<file path="config.mk">
export PLATFORM = sky130hd
export DESIGN_NAME = ir_pulse_distance_decoder_flat
export DESIGN_NICKNAME = d
export VERILOG_FILES = /design/src/hw/rtl/ipd_pkg.sv /design/src/hw/rtl/ipd_if.sv /design/src/hw/rtl/ipd_classify.sv /design/src/hw/rtl/ir_pulse_distance_decoder.sv /design/src/flat_wrapper.sv
export SDC_FILE = /design/constraint.sdc
export NUM_CORES = 1
export LEC_CHECK = 0
export ABC_AREA = 1
export BUFFER_PORTS_ARGS = -buffer_cell sky130_fd_sc_hd__buf_2
export CAP_MARGIN = 20
export CORE_MARGIN = 2
export CORE_UTILIZATION = 55
export CTS_BUF_LIST = sky130_fd_sc_hd__clkbuf_4
export DETAILED_ROUTE_END_ITERATION = 7
export GPL_ROUTABILITY_DRIVEN = 0
export PLACE_DENSITY = 0.85
export SLEW_MARGIN = 0
export SYNTH_ARGS = -nofsm -noshare
export SYNTH_HDL_FRONTEND = slang
export SYNTH_SLANG_ARGS = --single-unit
export TNS_END_PERCENT = 1
</file>
<file path="constraint.sdc">
create_clock -name clock -period 5.15 [get_ports clock]
set_clock_uncertainty 0.1 [all_clocks]
set_input_delay 0.515 -clock clock [delete_from_list [all_inputs] [get_ports clock]]
set_output_delay 0.515 -clock clock [all_outputs]
set_load 0.02 [all_outputs]
</file>
<file path="src/hw/rtl/ipd_pkg.sv">
// ---------------------------------------------------------------------------
// ipd_pkg: shared types and constants of the IR pulse-distance decoder
// Register map, reset values, decoder phase codes and the structs that pass
// between the top level and the interval classifier.
// ---------------------------------------------------------------------------
`default_nettype none

package ipd_pkg;

   localparam int unsigned STAMP_W    = 16;
   localparam int unsigned VALUE_W    = 32;
   localparam int unsigned CSR_ADDR_W = 5;
   localparam int unsigned CSR_DATA_W = 32;

   localparam logic [STAMP_W-1:0] STAMP_MAX = 16'hFFFF;

   // Byte addresses of the configuration registers.
   localparam logic [CSR_ADDR_W-1:0] ADDR_LEADER_MIN = 5'd0;
   localparam logic [CSR_ADDR_W-1:0] ADDR_LEADER_MAX = 5'd4;
   localparam logic [CSR_ADDR_W-1:0] ADDR_ONE_MIN    = 5'd8;
   localparam logic [CSR_ADDR_W-1:0] ADDR_ONE_MAX    = 5'd12;
   localparam logic [CSR_ADDR_W-1:0] ADDR_ZERO_MIN   = 5'd16;
   localparam logic [CSR_ADDR_W-1:0] ADDR_ZERO_MAX   = 5'd20;

   // Reset values of the window bounds, in timer ticks.
   localparam logic [STAMP_W-1:0] RST_LEADER_MIN = 16'd26500;
   localparam logic [STAMP_W-1:0] RST_LEADER_MAX = 16'd27500;
   localparam logic [STAMP_W-1:0] RST_ONE_MIN    = 16'd4280;
   localparam logic [STAMP_W-1:0] RST_ONE_MAX    = 16'd4680;
   localparam logic [STAMP_W-1:0] RST_ZERO_MIN   = 16'd2040;
   localparam logic [STAMP_W-1:0] RST_ZERO_MAX   = 16'd2440;

   typedef enum logic [1:0] {
      PH_IDLE  = 2'd0,
      PH_FIRST = 2'd1,
      PH_RECV  = 2'd2
   } phase_type;

   typedef struct packed {
      logic [STAMP_W-1:0] leader_min;
      logic [STAMP_W-1:0] leader_max;
      logic [STAMP_W-1:0] one_min;
      logic [STAMP_W-1:0] one_max;
      logic [STAMP_W-1:0] zero_min;
      logic [STAMP_W-1:0] zero_max;
   } cfg_type;

   typedef struct packed {
      logic leader_hit;
      logic one_hit;
      logic zero_hit;
   } match_type;

endpackage

`default_nettype wire

</file>
<file path="src/hw/rtl/ipd_if.sv">
// ---------------------------------------------------------------------------
// ipd_if: valid/ready channels of the IR pulse-distance decoder
// One interface for the edge timestamp channel and one for the result channel.
// ---------------------------------------------------------------------------
`default_nettype none

interface ipd_req_if;
   logic                         valid;
   logic                         ready;
   logic [ipd_pkg::STAMP_W-1:0]  edge_time;

   modport source (output valid, output edge_time, input ready);
   modport sink   (input valid, input edge_time, output ready);
endinterface

interface ipd_rsp_if;
   logic                         valid;
   logic                         ready;
   logic                         frame_ready;
   logic [ipd_pkg::VALUE_W-1:0]  frame_value;
   logic                         frame_done;
   logic                         pulse_rejected;

   modport source (output valid, output frame_ready, output frame_value,
                   output frame_done, output pulse_rejected, input ready);
   modport sink   (input valid, input frame_ready, input frame_value,
                   input frame_done, input pulse_rejected, output ready);
endinterface

`default_nettype wire

</file>
<file path="src/hw/rtl/ipd_classify.sv">
// ---------------------------------------------------------------------------
// ipd_classify: edge interval and window match
// Computes the tick count between two timestamps, wrapping once, and tests
// it against the leader, one and zero windows (all bounds exclusive).
// ---------------------------------------------------------------------------
`default_nettype none

module ipd_classify (
   input  wire logic [ipd_pkg::STAMP_W-1:0] prev_stamp,
   input  wire logic [ipd_pkg::STAMP_W-1:0] cur_stamp,
   input  wire ipd_pkg::cfg_type            cfg,
   output ipd_pkg::match_type               match
);

   logic [ipd_pkg::STAMP_W-1:0] interval;

   // An equal or smaller stamp means the timer wrapped; the sum never
   // exceeds the full-scale value, so it fits in the stamp width.
   assign interval = (cur_stamp > prev_stamp) ? (cur_stamp - prev_stamp)
                                              : ((ipd_pkg::STAMP_MAX - prev_stamp) + cur_stamp);

   assign match.leader_hit = (interval > cfg.leader_min) && (interval < cfg.leader_max);
   assign match.one_hit    = (interval > cfg.one_min)    && (interval < cfg.one_max);
   assign match.zero_hit   = (interval > cfg.zero_min)   && (interval < cfg.zero_max);

endmodule

`default_nettype wire

</file>
<file path="src/hw/rtl/ir_pulse_distance_decoder.sv">
// ---------------------------------------------------------------------------
// ir_pulse_distance_decoder: pulse-distance infrared frame decoder
// Turns falling-edge timestamps of an IR receiver into 32-bit frame codes.
// ---------------------------------------------------------------------------
// Usage:
// Each transfer on the req channel carries the free-running timer value
// captured at one falling edge of the receiver pin. For every accepted edge
// the block sends exactly one transfer on the rsp channel with the held
// frame status, the frame code, a done strobe and a reject strobe.
// An accepted edge sits in the input register, is classified and folded
// into the decoder state, and its result lands in the output register. One
// edge is taken every cycle while rsp is not stalled; the phase machine
// updates its state once for each edge. When the receiver stalls rsp, the
// result waits in the output register and the input register still takes
// one more edge before req backs off. Reset clears the decoder to idle with
// no stored edge and no frame held, and loads the window bounds with their
// default timings. The APB port writes and reads the six window bounds; the
// user writes it only while no edge is in flight, which the block itself
// does not enforce. pready is tied high.
// ---------------------------------------------------------------------------
`default_nettype none

module ir_pulse_distance_decoder #(
   parameter int unsigned FRAME_BITS = 32
) (
   input  wire logic                           clock,
   input  wire logic                           reset,
   ipd_req_if.sink                             req,
   ipd_rsp_if.source                           rsp,
   input  wire logic                           psel,
   input  wire logic                           penable,
   input  wire logic                           pwrite,
   input  wire logic [ipd_pkg::CSR_ADDR_W-1:0] paddr,
   input  wire logic [ipd_pkg::CSR_DATA_W-1:0] pwdata,
   output logic      [ipd_pkg::CSR_DATA_W-1:0] prdata,
   output logic                                pready
);

   localparam int unsigned CNT_W = $clog2(FRAME_BITS + 1);

   // ---------------------------------------------------------------------
   // Configuration registers
   // ---------------------------------------------------------------------
   ipd_pkg::cfg_type cfg_ff;
   logic             csr_write;

   assign pready    = 1'b1;
   assign csr_write = psel && penable && pwrite;

   always_ff @(posedge clock) begin
      if (reset) begin
         cfg_ff.leader_min <= ipd_pkg::RST_LEADER_MIN;
         cfg_ff.leader_max <= ipd_pkg::RST_LEADER_MAX;
         cfg_ff.one_min    <= ipd_pkg::RST_ONE_MIN;
         cfg_ff.one_max    <= ipd_pkg::RST_ONE_MAX;
         cfg_ff.zero_min   <= ipd_pkg::RST_ZERO_MIN;
         cfg_ff.zero_max   <= ipd_pkg::RST_ZERO_MAX;
      end else if (csr_write) begin
         unique case (paddr)
            ipd_pkg::ADDR_LEADER_MIN: cfg_ff.leader_min <= pwdata[ipd_pkg::STAMP_W-1:0];
            ipd_pkg::ADDR_LEADER_MAX: cfg_ff.leader_max <= pwdata[ipd_pkg::STAMP_W-1:0];
            ipd_pkg::ADDR_ONE_MIN:    cfg_ff.one_min    <= pwdata[ipd_pkg::STAMP_W-1:0];
            ipd_pkg::ADDR_ONE_MAX:    cfg_ff.one_max    <= pwdata[ipd_pkg::STAMP_W-1:0];
            ipd_pkg::ADDR_ZERO_MIN:   cfg_ff.zero_min   <= pwdata[ipd_pkg::STAMP_W-1:0];
            ipd_pkg::ADDR_ZERO_MAX:   cfg_ff.zero_max   <= pwdata[ipd_pkg::STAMP_W-1:0];
            default: begin
               // Writes outside the register map are dropped.
            end
         endcase
      end
   end

   // Reads return the bound zero-extended to the data width.
   always_comb begin
      unique case (paddr)
         ipd_pkg::ADDR_LEADER_MIN: prdata = ipd_pkg::CSR_DATA_W'(cfg_ff.leader_min);
         ipd_pkg::ADDR_LEADER_MAX: prdata = ipd_pkg::CSR_DATA_W'(cfg_ff.leader_max);
         ipd_pkg::ADDR_ONE_MIN:    prdata = ipd_pkg::CSR_DATA_W'(cfg_ff.one_min);
         ipd_pkg::ADDR_ONE_MAX:    prdata = ipd_pkg::CSR_DATA_W'(cfg_ff.one_max);
         ipd_pkg::ADDR_ZERO_MIN:   prdata = ipd_pkg::CSR_DATA_W'(cfg_ff.zero_min);
         ipd_pkg::ADDR_ZERO_MAX:   prdata = ipd_pkg::CSR_DATA_W'(cfg_ff.zero_max);
         default:                  prdata = '0;
      endcase
   end

   // ---------------------------------------------------------------------
   // Pipeline control: input register, then output register
   // ---------------------------------------------------------------------
   logic                        in_valid_ff;
   logic [ipd_pkg::STAMP_W-1:0] edge_ff;
   logic                        out_valid_ff;
   logic                        advance;
   logic                        step;

   // The output register can load when it is empty or being drained.
   assign advance   = !out_valid_ff || rsp.ready;
   assign step      = in_valid_ff && advance;
   assign req.ready = !in_valid_ff || advance;

   always_ff @(posedge clock) begin
      if (reset) begin
         in_valid_ff <= 1'b0;
      end else if (req.ready) begin
         in_valid_ff <= req.valid;
      end
   end

   always_ff @(posedge clock) begin
      if (req.valid && req.ready) begin
         edge_ff <= req.edge_time;
      end
   end

   // ---------------------------------------------------------------------
   // Decoder state
   // ---------------------------------------------------------------------
   ipd_pkg::phase_type          phase_ff, phase_in;
   logic [ipd_pkg::STAMP_W-1:0] earlier_ff, earlier_in;
   logic [ipd_pkg::STAMP_W-1:0] latest_ff, latest_in;
   logic [ipd_pkg::VALUE_W-1:0] shift_ff, shift_in;
   logic [CNT_W-1:0]            count_ff, count_in;
   logic                        ready_ff, ready_in;
   logic                        done_in;
   logic                        rejected_in;
   logic [ipd_pkg::STAMP_W-1:0] prev_stamp;
   ipd_pkg::match_type          match;

   // While receiving, the interval runs from the last bit edge; while waiting
   // to close the leader, it runs from the stored leader start edge.
   assign prev_stamp = (phase_ff == ipd_pkg::PH_RECV) ? latest_ff : earlier_ff;

   ipd_classify u_classify (
      .prev_stamp (prev_stamp),
      .cur_stamp  (edge_ff),
      .cfg        (cfg_ff),
      .match      (match)
   );

   always_ff @(posedge clock) begin
      if (reset) begin
         phase_ff   <= ipd_pkg::PH_IDLE;
         earlier_ff <= '0;
         latest_ff  <= '0;
         shift_ff   <= '0;
         count_ff   <= '0;
         ready_ff   <= 1'b0;
      end else begin
         phase_ff   <= phase_in;
         earlier_ff <= earlier_in;
         latest_ff  <= latest_in;
         shift_ff   <= shift_in;
         count_ff   <= count_in;
         ready_ff   <= ready_in;
      end
   end

   always_comb begin
      phase_in    = phase_ff;
      earlier_in  = earlier_ff;
      latest_in   = latest_ff;
      shift_in    = shift_ff;
      count_in    = count_ff;
      ready_in    = ready_ff;
      done_in     = 1'b0;
      rejected_in = 1'b0;
      if (step) begin
         unique case (phase_ff)
            ipd_pkg::PH_RECV: begin
               earlier_in = latest_ff;
               latest_in  = edge_ff;
               // The one window wins where the two bit windows overlap.
               priority if (match.one_hit) begin
                  shift_in = {shift_ff[ipd_pkg::VALUE_W-2:0], 1'b1};
                  count_in = count_ff + 1'b1;
               end else if (match.zero_hit) begin
                  shift_in = {shift_ff[ipd_pkg::VALUE_W-2:0], 1'b0};
                  count_in = count_ff + 1'b1;
               end else begin
                  phase_in    = ipd_pkg::PH_IDLE;
                  count_in    = '0;
                  rejected_in = 1'b1;
               end
               if (!rejected_in && (count_in == CNT_W'(FRAME_BITS))) begin
                  ready_in = 1'b1;
                  phase_in = ipd_pkg::PH_IDLE;
                  count_in = '0;
                  done_in  = 1'b1;
               end
            end
            ipd_pkg::PH_FIRST: begin
               latest_in = edge_ff;
               if (match.leader_hit) begin
                  phase_in = ipd_pkg::PH_RECV;
                  shift_in = '0;
                  ready_in = 1'b0;
                  count_in = '0;
               end else begin
                  // Both leader edges are dropped.
                  phase_in    = ipd_pkg::PH_IDLE;
                  rejected_in = 1'b1;
               end
            end
            default: begin
               // Idle, and the unused phase code: store a first edge.
               earlier_in = edge_ff;
               phase_in   = ipd_pkg::PH_FIRST;
            end
         endcase
      end
   end

   // ---------------------------------------------------------------------
   // Output register
   // ---------------------------------------------------------------------
   logic                        frame_ready_ff;
   logic [ipd_pkg::VALUE_W-1:0] frame_value_ff;
   logic                        frame_done_ff;
   logic                        pulse_rejected_ff;

   always_ff @(posedge clock) begin
      if (reset) begin
         out_valid_ff <= 1'b0;
      end else if (advance) begin
         out_valid_ff <= in_valid_ff;
      end
   end

   always_ff @(posedge clock) begin
      if (step) begin
         frame_ready_ff    <= ready_in;
         frame_value_ff    <= ready_in ? shift_in : '0;
         frame_done_ff     <= done_in;
         pulse_rejected_ff <= rejected_in;
      end
   end

   assign rsp.valid          = out_valid_ff;
   assign rsp.frame_ready    = frame_ready_ff;
   assign rsp.frame_value    = frame_value_ff;
   assign rsp.frame_done     = frame_done_ff;
   assign rsp.pulse_rejected = pulse_rejected_ff;

   // ---------------------------------------------------------------------
   // Assertions
   // ---------------------------------------------------------------------

   // An edge cannot both complete a frame and be rejected.
   a_done_xor_reject: assert property (@(posedge clock) disable iff (reset)
      rsp.valid |-> !(rsp.frame_done && rsp.pulse_rejected))
      else $error("frame_done and pulse_rejected both set");

   // A completed frame is always reported as held.
   a_done_sets_ready: assert property (@(posedge clock) disable iff (reset)
      (rsp.valid && rsp.frame_done) |-> rsp.frame_ready)
      else $error("frame_done without frame_ready");

   // No code leaks out while no frame is held.
   a_value_masked: assert property (@(posedge clock) disable iff (reset)
      (rsp.valid && !rsp.frame_ready) |-> (rsp.frame_value == '0))
      else $error("frame_value nonzero without frame_ready");

   // The bit counter never runs past the frame length.
   a_count_bound: assert property (@(posedge clock) disable iff (reset)
      count_ff < CNT_W'(FRAME_BITS))
      else $error("bit count reached frame length without completing");

   // Completing a frame returns the decoder to idle.
   a_done_to_idle: assert property (@(posedge clock) disable iff (reset)
      (step && done_in) |=> (phase_ff == ipd_pkg::PH_IDLE))
      else $error("decoder not idle after frame completion");

endmodule

`default_nettype wire
</file>
<file path="src/flat_wrapper.sv">
// flat-port wrapper written by rule: the top's interface ports become plain ports
module ir_pulse_distance_decoder_flat 
#(
   parameter int unsigned FRAME_BITS = 32
)
  (clock, reset, psel, penable, pwrite, paddr, pwdata, prdata, pready, req_valid, req_edge_time, req_ready, rsp_valid, rsp_frame_ready, rsp_frame_value, rsp_frame_done, rsp_pulse_rejected, rsp_ready);
  ipd_req_if req_i ();
  ipd_rsp_if rsp_i ();
  input  wire logic clock;
  input  wire logic reset;
  input  wire logic psel;
  input  wire logic penable;
  input  wire logic pwrite;
  input  wire logic [ipd_pkg::CSR_ADDR_W-1:0] paddr;
  input  wire logic [ipd_pkg::CSR_DATA_W-1:0] pwdata;
  output logic      [ipd_pkg::CSR_DATA_W-1:0] prdata;
  output logic pready;
  input wire logic [$bits(req_i.valid)-1:0] req_valid;
  input wire logic [$bits(req_i.edge_time)-1:0] req_edge_time;
  output wire logic [$bits(req_i.ready)-1:0] req_ready;
  output wire logic [$bits(rsp_i.valid)-1:0] rsp_valid;
  output wire logic [$bits(rsp_i.frame_ready)-1:0] rsp_frame_ready;
  output wire logic [$bits(rsp_i.frame_value)-1:0] rsp_frame_value;
  output wire logic [$bits(rsp_i.frame_done)-1:0] rsp_frame_done;
  output wire logic [$bits(rsp_i.pulse_rejected)-1:0] rsp_pulse_rejected;
  input wire logic [$bits(rsp_i.ready)-1:0] rsp_ready;
  assign req_i.valid = req_valid;
  assign req_i.edge_time = req_edge_time;
  assign req_ready = req_i.ready;
  assign rsp_valid = rsp_i.valid;
  assign rsp_frame_ready = rsp_i.frame_ready;
  assign rsp_frame_value = rsp_i.frame_value;
  assign rsp_frame_done = rsp_i.frame_done;
  assign rsp_pulse_rejected = rsp_i.pulse_rejected;
  assign rsp_i.ready = rsp_ready;
  ir_pulse_distance_decoder #(.FRAME_BITS(FRAME_BITS)) u_core (.clock(clock), .reset(reset), .req(req_i), .rsp(rsp_i), .psel(psel), .penable(penable), .pwrite(pwrite), .paddr(paddr), .pwdata(pwdata), .prdata(prdata), .pready(pready));
endmodule
</file>
==> results.txt, run 1 <==
----------------------------------------------------
[Finish]
  Most common cell after layout, fill and taps aside ... sky130_fd_sc_hd__nand2_1
  Final design instance area without fill ... 0.0156 sq mm
  Footprint of the flip-flops and latches ... 0.00496 sq mm
  Filler cells ... 1519
  Final core area utilization ... 71.2%
  Final net count ... 2015
  Top library cells by usage in the layout, fill and taps aside ... sky130_fd_sc_hd__nand2_1, sky130_fd_sc_hd__inv_1, sky130_fd_sc_hd__dfxtp_1, sky130_fd_sc_hd__nor2_1, sky130_fd_sc_hd__buf_4
  Footprint of the multi-input gates ... 0.00669 sq mm
  Share of post-route cells with drive strength above 1 ... 26.1%
  Area growth syn-to-layout ... 26.5%

[Global route]
  GRT met2 Usage ... 50.4%
  Global-route usage over all layers ... 29.5%
  Met3 Track Usage GR ... 5.19%
  Congestion Overflow GR ... 0
  Initial antenna violation count ... 2
  Vias in the first global route ... 12200
  Busiest grt layer ... met2
  Wire length of the first global-routing pass ... 57600 microns
  Largest net degree at the start of global routing ... 74
  Met1 track demand over resource in global routing ... 35.9%

[STA]
  Slew at the pin closest to its max-slew limit ... 1.09 ns
  Final count of negative-setup-slack endpoints ... 76
  Setup total negative slack ... -33.92 ns
  Unrepaired setup endpoints after global routing ... yes
  Time the worst path needs with I/O delays and setup ... 5.75 ns
  Slew Limit Headroom ... 27.0%
  Final Cycle Share ... 112%
  PnR worst setup slack ... -0.598 ns
  Final Max Tran Viols ... 0
  Fmax ... 174 MHz
  Final-report hold violation count ... 0

[Critical path]
  Required time reported for the critical path endpoint ... 5.60 ns
  Highest cell delay on the worst timing path ... 0.34 ns
  Critical-path cell with the highest stage delay ... sky130_fd_sc_hd__dfxtp_2
  Endpoint arrival time on the critical path ... 6.20 ns
  Number of cells traversed by the worst register-to-register path ... 40
  Critical Path Fanout Max ... 24
  Launch instance of the worst register-to-register path ... u_core.phase_ff[0]
  Kind of launch point of the worst setup path ... flop
  CP Class ... reg -> reg
  Critical path origin ... u_core.phase_ff[0]
  Crit. End Element ... flop

[Routing]
  Number of antenna-violating nets in the routed design ... 0
  DRC violation total after the first TritonRoute iteration ... 1271
  DR pass1 iterations ... 6
  DRC violation count after routing ... 0
  Total length of routed wires ... 36100 microns
  Routed wire length per instance ... 16.6 microns
  DR vias/cell ... 5.67
  Overall via count from detail_route ... 12300

[Run]
  Count of max-cap constraint violations ... 0

[Synth]
  Number of synthesis warnings ... 0
  Number of enable flip-flop cells after synthesis ... 51
  Mapped Area ... 0.0124 sq mm
  Dominant cells by area after synthesis ... sky130_fd_sc_hd__dfxtp_1, sky130_fd_sc_hd__edfxtp_1, sky130_fd_sc_hd__ha_1, sky130_fd_sc_hd__a21oi_1, sky130_fd_sc_hd__nand2_1
  Count of state elements after synthesis ... 222
  Avg Inst Size Synth ... 7.87 sq um
  Number of distinct standard cells referenced by the synthesized netlist ... 49
  Post-synthesis sequential area ratio ... 40.1%
  Share of flip-flops with an asynchronous set or reset after synthesis ... 0%
  Gate Count Post-Synth ... 1571
  Fraction of post-synthesis cell area in the top cell type by area ... 27.7%
  Cell type with the largest total area after synthesis ... sky130_fd_sc_hd__dfxtp_1
  Most used flip-flop cell after synthesis ... sky130_fd_sc_hd__dfxtp_1

[Min path]
  Hold Path Stages ... 3
  Classification of the worst-slack hold path ... in -> reg
  Launch instance of the worst min-delay path ... pwdata[15]

[Die]
  Rows ... 54
  Number of placed I/O pins ... 130
  Core footprint ... 0.0220 sq mm
  Initial standard-cell utilization of the core ... 56.3%
  Horiz. Die Dim ... 154 microns
  Die span in y ... 154 microns
  Die area ... 0.0237 sq mm

[Clock tree]
  Number of clock buffers inserted by TritonCTS ... 56
  Cell at the root of the clock tree ... sky130_fd_sc_hd__clkbuf_4
  Clock Path Buffers ... 3
  Worst-skew pair later-pin latency ... 0.73 ns
  TritonCTS clock tree ... yes
  Clk sinks ... 222
  Clock transition at the registers of the reported paths ... 0.07 ns
  H-tree depth ... 2

[Placement]
  Total placed instance area ... 0.0140 sq mm
  Port Buffer Count ... 96
  Estimated wirelength of the detail-placed design ... 23100 microns
  Post-place setup slack ... -0.643 ns

[Run status]
  Failing checks ... negative setup slack
  Run status ... complete, but fails checks

[Power]
  Leakage ... 0.00693 uW
  Final Total Pwr ... 5300 uW
  Maximum vdd drop ... 0.202 mV
  Power density relative to cell area ... 339 mW/mm^2

----------------------------------------------------
cell families after synthesis:
family	synth area share (%)
flops	40.1
mux	0.172
other cells	0.0608
fa+ha+maj	11.5
buf+inv	10.2
simple gates	16.1
xor+xnor	1.28
compound gates	20.6
worst max-delay path, delay by kind of cell, from the launching register on:
| family | cells | cell delay (ns) |
|---|---|---|
| AO/OA/AOI/OAI | 6 | 0.76 |
| XOR/XNOR | 1 | 0.21 |
| adder cells (fa/ha/maj) | 3 | 0.76 |
| buffers and inverters | 8 | 1.07 |
| flip-flops | 1 | 0.34 |
| AND/OR/NAND/NOR | 22 | 2.32 |
worst paths after layout:
path	to	slack, ns
worst max register to register	u_core.shift_ff[19]	-0.60
worst min register to register	u_core.earlier_ff[0]	0.36
worst min-delay path	u_core.cfg_ff[31]	0.05
worst max-delay path	u_core.shift_ff[19]	-0.60
synthesized netlist by cell type (all sizes together) (3+ instances only):
master  instances
a211oi          9
a21oi         168
a221oi         16
a31oi          18
buf            38
clkbuf         44
dfxtp         171
edfxtp         51
ha            110
inv           223
nand2         231
nand3          25
nand4          22
nor2          177
nor3            9
o211ai         23
o21a           15
o21ai         148
o221a           3
o221ai         19
o22ai          16
xnor2           9
xor2            9
area by class of cell:
type | instances | share of cell area [%]
Multi-Input combinational cell | 1057 | 42.8
Inverter | 225 | 5.45
Timing Repair Buffer | 281 | 13.2
Antenna cell | 2 | 0.0320
Clock inverter | 13 | 0.376
Clock buffer | 89 | 4.27
Tap cell | 280 | 2.24
Sequential cell | 222 | 31.7
routing by layer:
layer / wire (microns) / up-vias
met5: 0 / -
met4: 1470 / 0
met3: 2840 / 139
met2: 17300 / 605
met1: 14500 / 5700
li1: - / 5864
state kept, by name, summed over array words and instances (netlist names), 2 cells and up:
name / cells
u_core.latest_ff: 16
u_core.edge_ff: 16
u_core.earlier_ff: 16
u_core.shift_ff: 32
u_core.count_ff: 6
u_core.cfg_ff: 96
u_core.phase_ff: 2
u_core.rsp.frame_value: 32
stage by stage:
| stage | hold WS (ns) | instances |
|---|---|---|
| detailed placement | 0.357 | 2018 |
| global placement | 0.348 | 2018 |
| CTS | 0.0190 | 2160 |
| floorplan | 0.331 | 1586 |
| finish | 0.0480 | 2169 |
| global route | 0.0519 | 2169 |
power by group:
group          switching [uW]  internal, uW  total [uW]
registers                25.1          1820        1850
clock network             744           783        1530
logic                    1120           802        1930
total                    1890          3410        5300
what timing repair did:
item	4_1_cts	5_1_grt
pin swaps	29	13
cloned	2	0
setup endpoints to repair	76	76
setup buffers	10	6
gates resized for setup	82	23
hold buffers	28	0
endpoints found under the hold margin	38	0
(Power assumes the default switching activity.)
==> run 2, diff against run 1 <==
==> constraint.sdc (replaced) <==
create_clock -name clock -period 5 [get_ports clock]
set_clock_uncertainty 0.1 [all_clocks]
set_input_delay 0.5 -clock clock [delete_from_list [all_inputs] [get_ports clock]]
set_output_delay 0.5 -clock clock [all_outputs]
set_load 0.02 [all_outputs]
==> run 2 against run 1 <==
  * The run still ends with negative setup slack left
  * Total power grew 11%
  * Routed wire length grew 20%
  * Combinational power grew 25%
  * Maximum frequency shrank 3.9%
  * Count of clock-buffer cells in the layout shrank 8
  * Largest power group unchanged
==> results.txt, run 2 (same netlist as run 1, synthesis figures left out) <==
----------------------------------------------------
[Die]
  Initial standard-cell utilization of the core ... 56.3% (unchanged)
  Rows ... 54 (unchanged)
  Die span in y ... 154 microns (unchanged)
  Number of placed I/O pins ... 130 (unchanged)
  Core footprint ... 0.0220 sq mm (unchanged)
  Die area ... 0.0237 sq mm (unchanged)
  Horiz. Die Dim ... 154 microns (unchanged)

[Critical path]
  Critical-path cell with the highest stage delay ... sky130_fd_sc_hd__dfxtp_2
  Highest cell delay on the worst timing path ... 0.34 ns (about the same)
  Endpoint arrival time on the critical path ... 6.37 ns (+0.17 ns)
  Critical Path Fanout Max ... 7 (-71%)
  Number of cells traversed by the worst register-to-register path ... 38 (-5.0%)
  CP dominant cell by count ... sky130_fd_sc_hd__nand2_1
  Kind of launch point of the worst setup path ... flop
  CP Class ... reg -> reg
  Crit. End Element ... flop
  Required time reported for the critical path endpoint ... 5.38 ns (-0.22 ns)

[STA]
  Unrepaired setup endpoints after global routing ... yes
  Final Cycle Share ... 120% (+8.1 points)
  Fmax ... 167 MHz (-3.9%)
  Final count of negative-setup-slack endpoints ... 76 (unchanged)
  Final Max Tran Viols ... 0 (unchanged)
  PnR worst setup slack ... -0.984 ns (-0.386 ns)
  Slew Limit Headroom ... 21.3% (-5.7 points)
  Time the worst path needs with I/O delays and setup ... 5.98 ns (+0.236 ns)
  Slew at the pin closest to its max-slew limit ... 1.18 ns (+0.0855 ns)
  Final-report hold violation count ... 0 (unchanged)

[Placement]
  Total placed instance area ... 0.0141 sq mm (+0.54%)
  Estimated wirelength of the detail-placed design ... 23900 microns (+3.2%)
  Port Buffer Count ... 96 (unchanged)
  Number of instances in the placed design ... 2018 (unchanged)
  Post-place setup slack ... -0.633 ns (+0.0101 ns)

[Routing]
  DRC violation count after routing ... 0 (unchanged)
  DRC violation total after the first TritonRoute iteration ... 1822 (+43%)
  DR pass1 iterations ... 8 (+2)
  Overall via count from detail_route ... 13300 (+8.4%)
  Number of antenna-violating nets in the routed design ... 0 (unchanged)
  Total length of routed wires ... 43400 microns (+20%)
  Routed wire length per instance ... 20.0 microns (+20%)
  DR vias/cell ... 6.13 (+8.1%)

[Run status]
  Run status ... complete, but fails checks
  Failing checks ... negative setup slack

[Clock tree]
  Number of clock buffers inserted by TritonCTS ... 56 (unchanged)
  Clk sinks ... 222 (unchanged)
  Clock transition at the registers of the reported paths ... 0.07 ns (about the same)
  H-tree depth ... 2 (unchanged)
  TritonCTS clock tree ... yes
  Clock Path Buffers ... 3 (unchanged)
  Cell at the root of the clock tree ... sky130_fd_sc_hd__clkbuf_4
  Worst-skew pair later-pin latency ... 0.75 ns (+0.02 ns)

[Finish]
  Area growth syn-to-layout ... 30.0%
  Most common cell after layout, fill and taps aside ... sky130_fd_sc_hd__nand2_1
  Number of flip-flops in the largest register ... 96 (unchanged)
  Largest reg by FF count ... u_core.cfg_ff
  Fin cells ... 2175 (+0.28%)
  Top library cells by usage in the layout, fill and taps aside ... sky130_fd_sc_hd__nand2_1, sky130_fd_sc_hd__inv_1, sky130_fd_sc_hd__dfxtp_1, sky130_fd_sc_hd__nor2_1, sky130_fd_sc_hd__buf_4
  Final core area utilization ... 73.2% (+1.9 points)
  Final design instance area without fill ... 0.0161 sq mm (+2.7%)
  Filler cells ... 1445 (-4.9%)
  Share of post-route cells with drive strength above 1 ... 28.7% (+2.6 points)
  Final net count ... 2023 (+0.40%)

[Min path]
  Hold Path Stages ... 3 (unchanged)
  Classification of the worst-slack hold path ... in -> reg

[Global route]
  Wire length of the first global-routing pass ... 61300 microns (+6.5%)
  Largest net degree at the start of global routing ... 58 (-22%)
  Global-route usage over all layers ... 31.7% (+2.2 points)
  Congestion Overflow GR ... 0 (unchanged)
  Initial antenna violation count ... 1 (-1)
  Vias in the first global route ... 12700 (+4.0%)

[Power]
  Final Total Pwr ... 5900 uW (+11%)
  Power density relative to cell area ... 367 mW/mm^2 (+8.3%)
  Leakage ... 0.00702 uW (+1.2%)
  Maximum vdd drop ... 0.219 mV (+8.6%)

[Run]
  Count of max-cap constraint violations ... 0 (unchanged)

----------------------------------------------------
[run 2: cell count changes in the layout (fill, tap and decap cells not counted), sizes merged]
| cell | before | now |
|---|---|---|
| buf | 252 | 258 |
| bufbuf | 1 | 0 |
| clkbuf | 89 | 83 |
| clkinv | 13 | 20 |
| clkinvlp | 0 | 2 |
| diode | 2 | 1 |
| dlygate4sd3 | 28 | 29 |
| inv | 225 | 223 |
[run 2: worst paths after layout]
check | slack, ns | endpoint | from
worst max-delay path | -0.98 | u_core.rsp.frame_value[31] | u_core.phase_ff[0]
worst min-delay path | 0.04 | u_core.cfg_ff[60] | pwdata[12]
worst min register to register | 0.39 | u_core.earlier_ff[8] | u_core.latest_ff[8]
worst max register to register | -0.98 | u_core.rsp.frame_value[31] | u_core.phase_ff[0]
[run 2: layer usage]
metal	up-vias	share of wire [%]	track usage, %
met5	-	0	0
met4	0	7.7	17.9
met3	348	11	6.62
met2	1052	46	55.0
met1	6059	35	36.6
li1	5882	-	-
[run 2: cell type report]
| cell class | instances | area [sq um] | area share (%) |
|---|---|---|---|
| Clock inverter | 20 | 91.3 | 0.568 |
| Sequential cell | 222 | 4960 | 30.9 |
| Multi-Input combinational cell | 1057 | 7030 | 43.7 |
| Inverter | 225 | 855 | 5.32 |
| Timing Repair Buffer | 289 | 2180 | 13.6 |
| Clock buffer | 81 | 608 | 3.78 |
| Tap cell | 280 | 350 | 2.18 |
| Antenna cell | 1 | 2.50 | 0.0156 |
[run 2: through the flow]
stage                     setup TNS, ns  hold WS, ns
after global placement           -29.33        0.348
final                            -63.84       0.0426
after CTS                        -21.12       0.0127
after detailed placement         -40.38        0.354
after global routing             -75.91       0.0402
after floorplan                  -0.965        0.331
[run 2: worst max-delay path: cells and delay by family, from the launching register on]
family,cells,cell delay (ns)
buffers and inverters,9,1.09
AO/OA/AOI/OAI,6,1.11
flip-flops,1,0.34
AND/OR/NAND/NOR,19,2.02
XOR/XNOR,1,0.30
adder cells (fa/ha/maj),3,0.75
[run 2: repair_timing]
item | CTS | global route
pin swaps | 32 | 50
hold buffers | 29 | 0
setup endpoints to repair | 76 | 76
hold endpoints to repair | 44 | 0
resized for setup | 74 | 88
cloned | 3 | 2
buffers inserted | 16 | 6
[run 2: power by group]
part           internal [uW]  total (uW)  switching (uW)
combinational           1000        2420            1420
clock                    747        1570             826
sequential              1880        1910            30.2
total                   3630        5900            2270
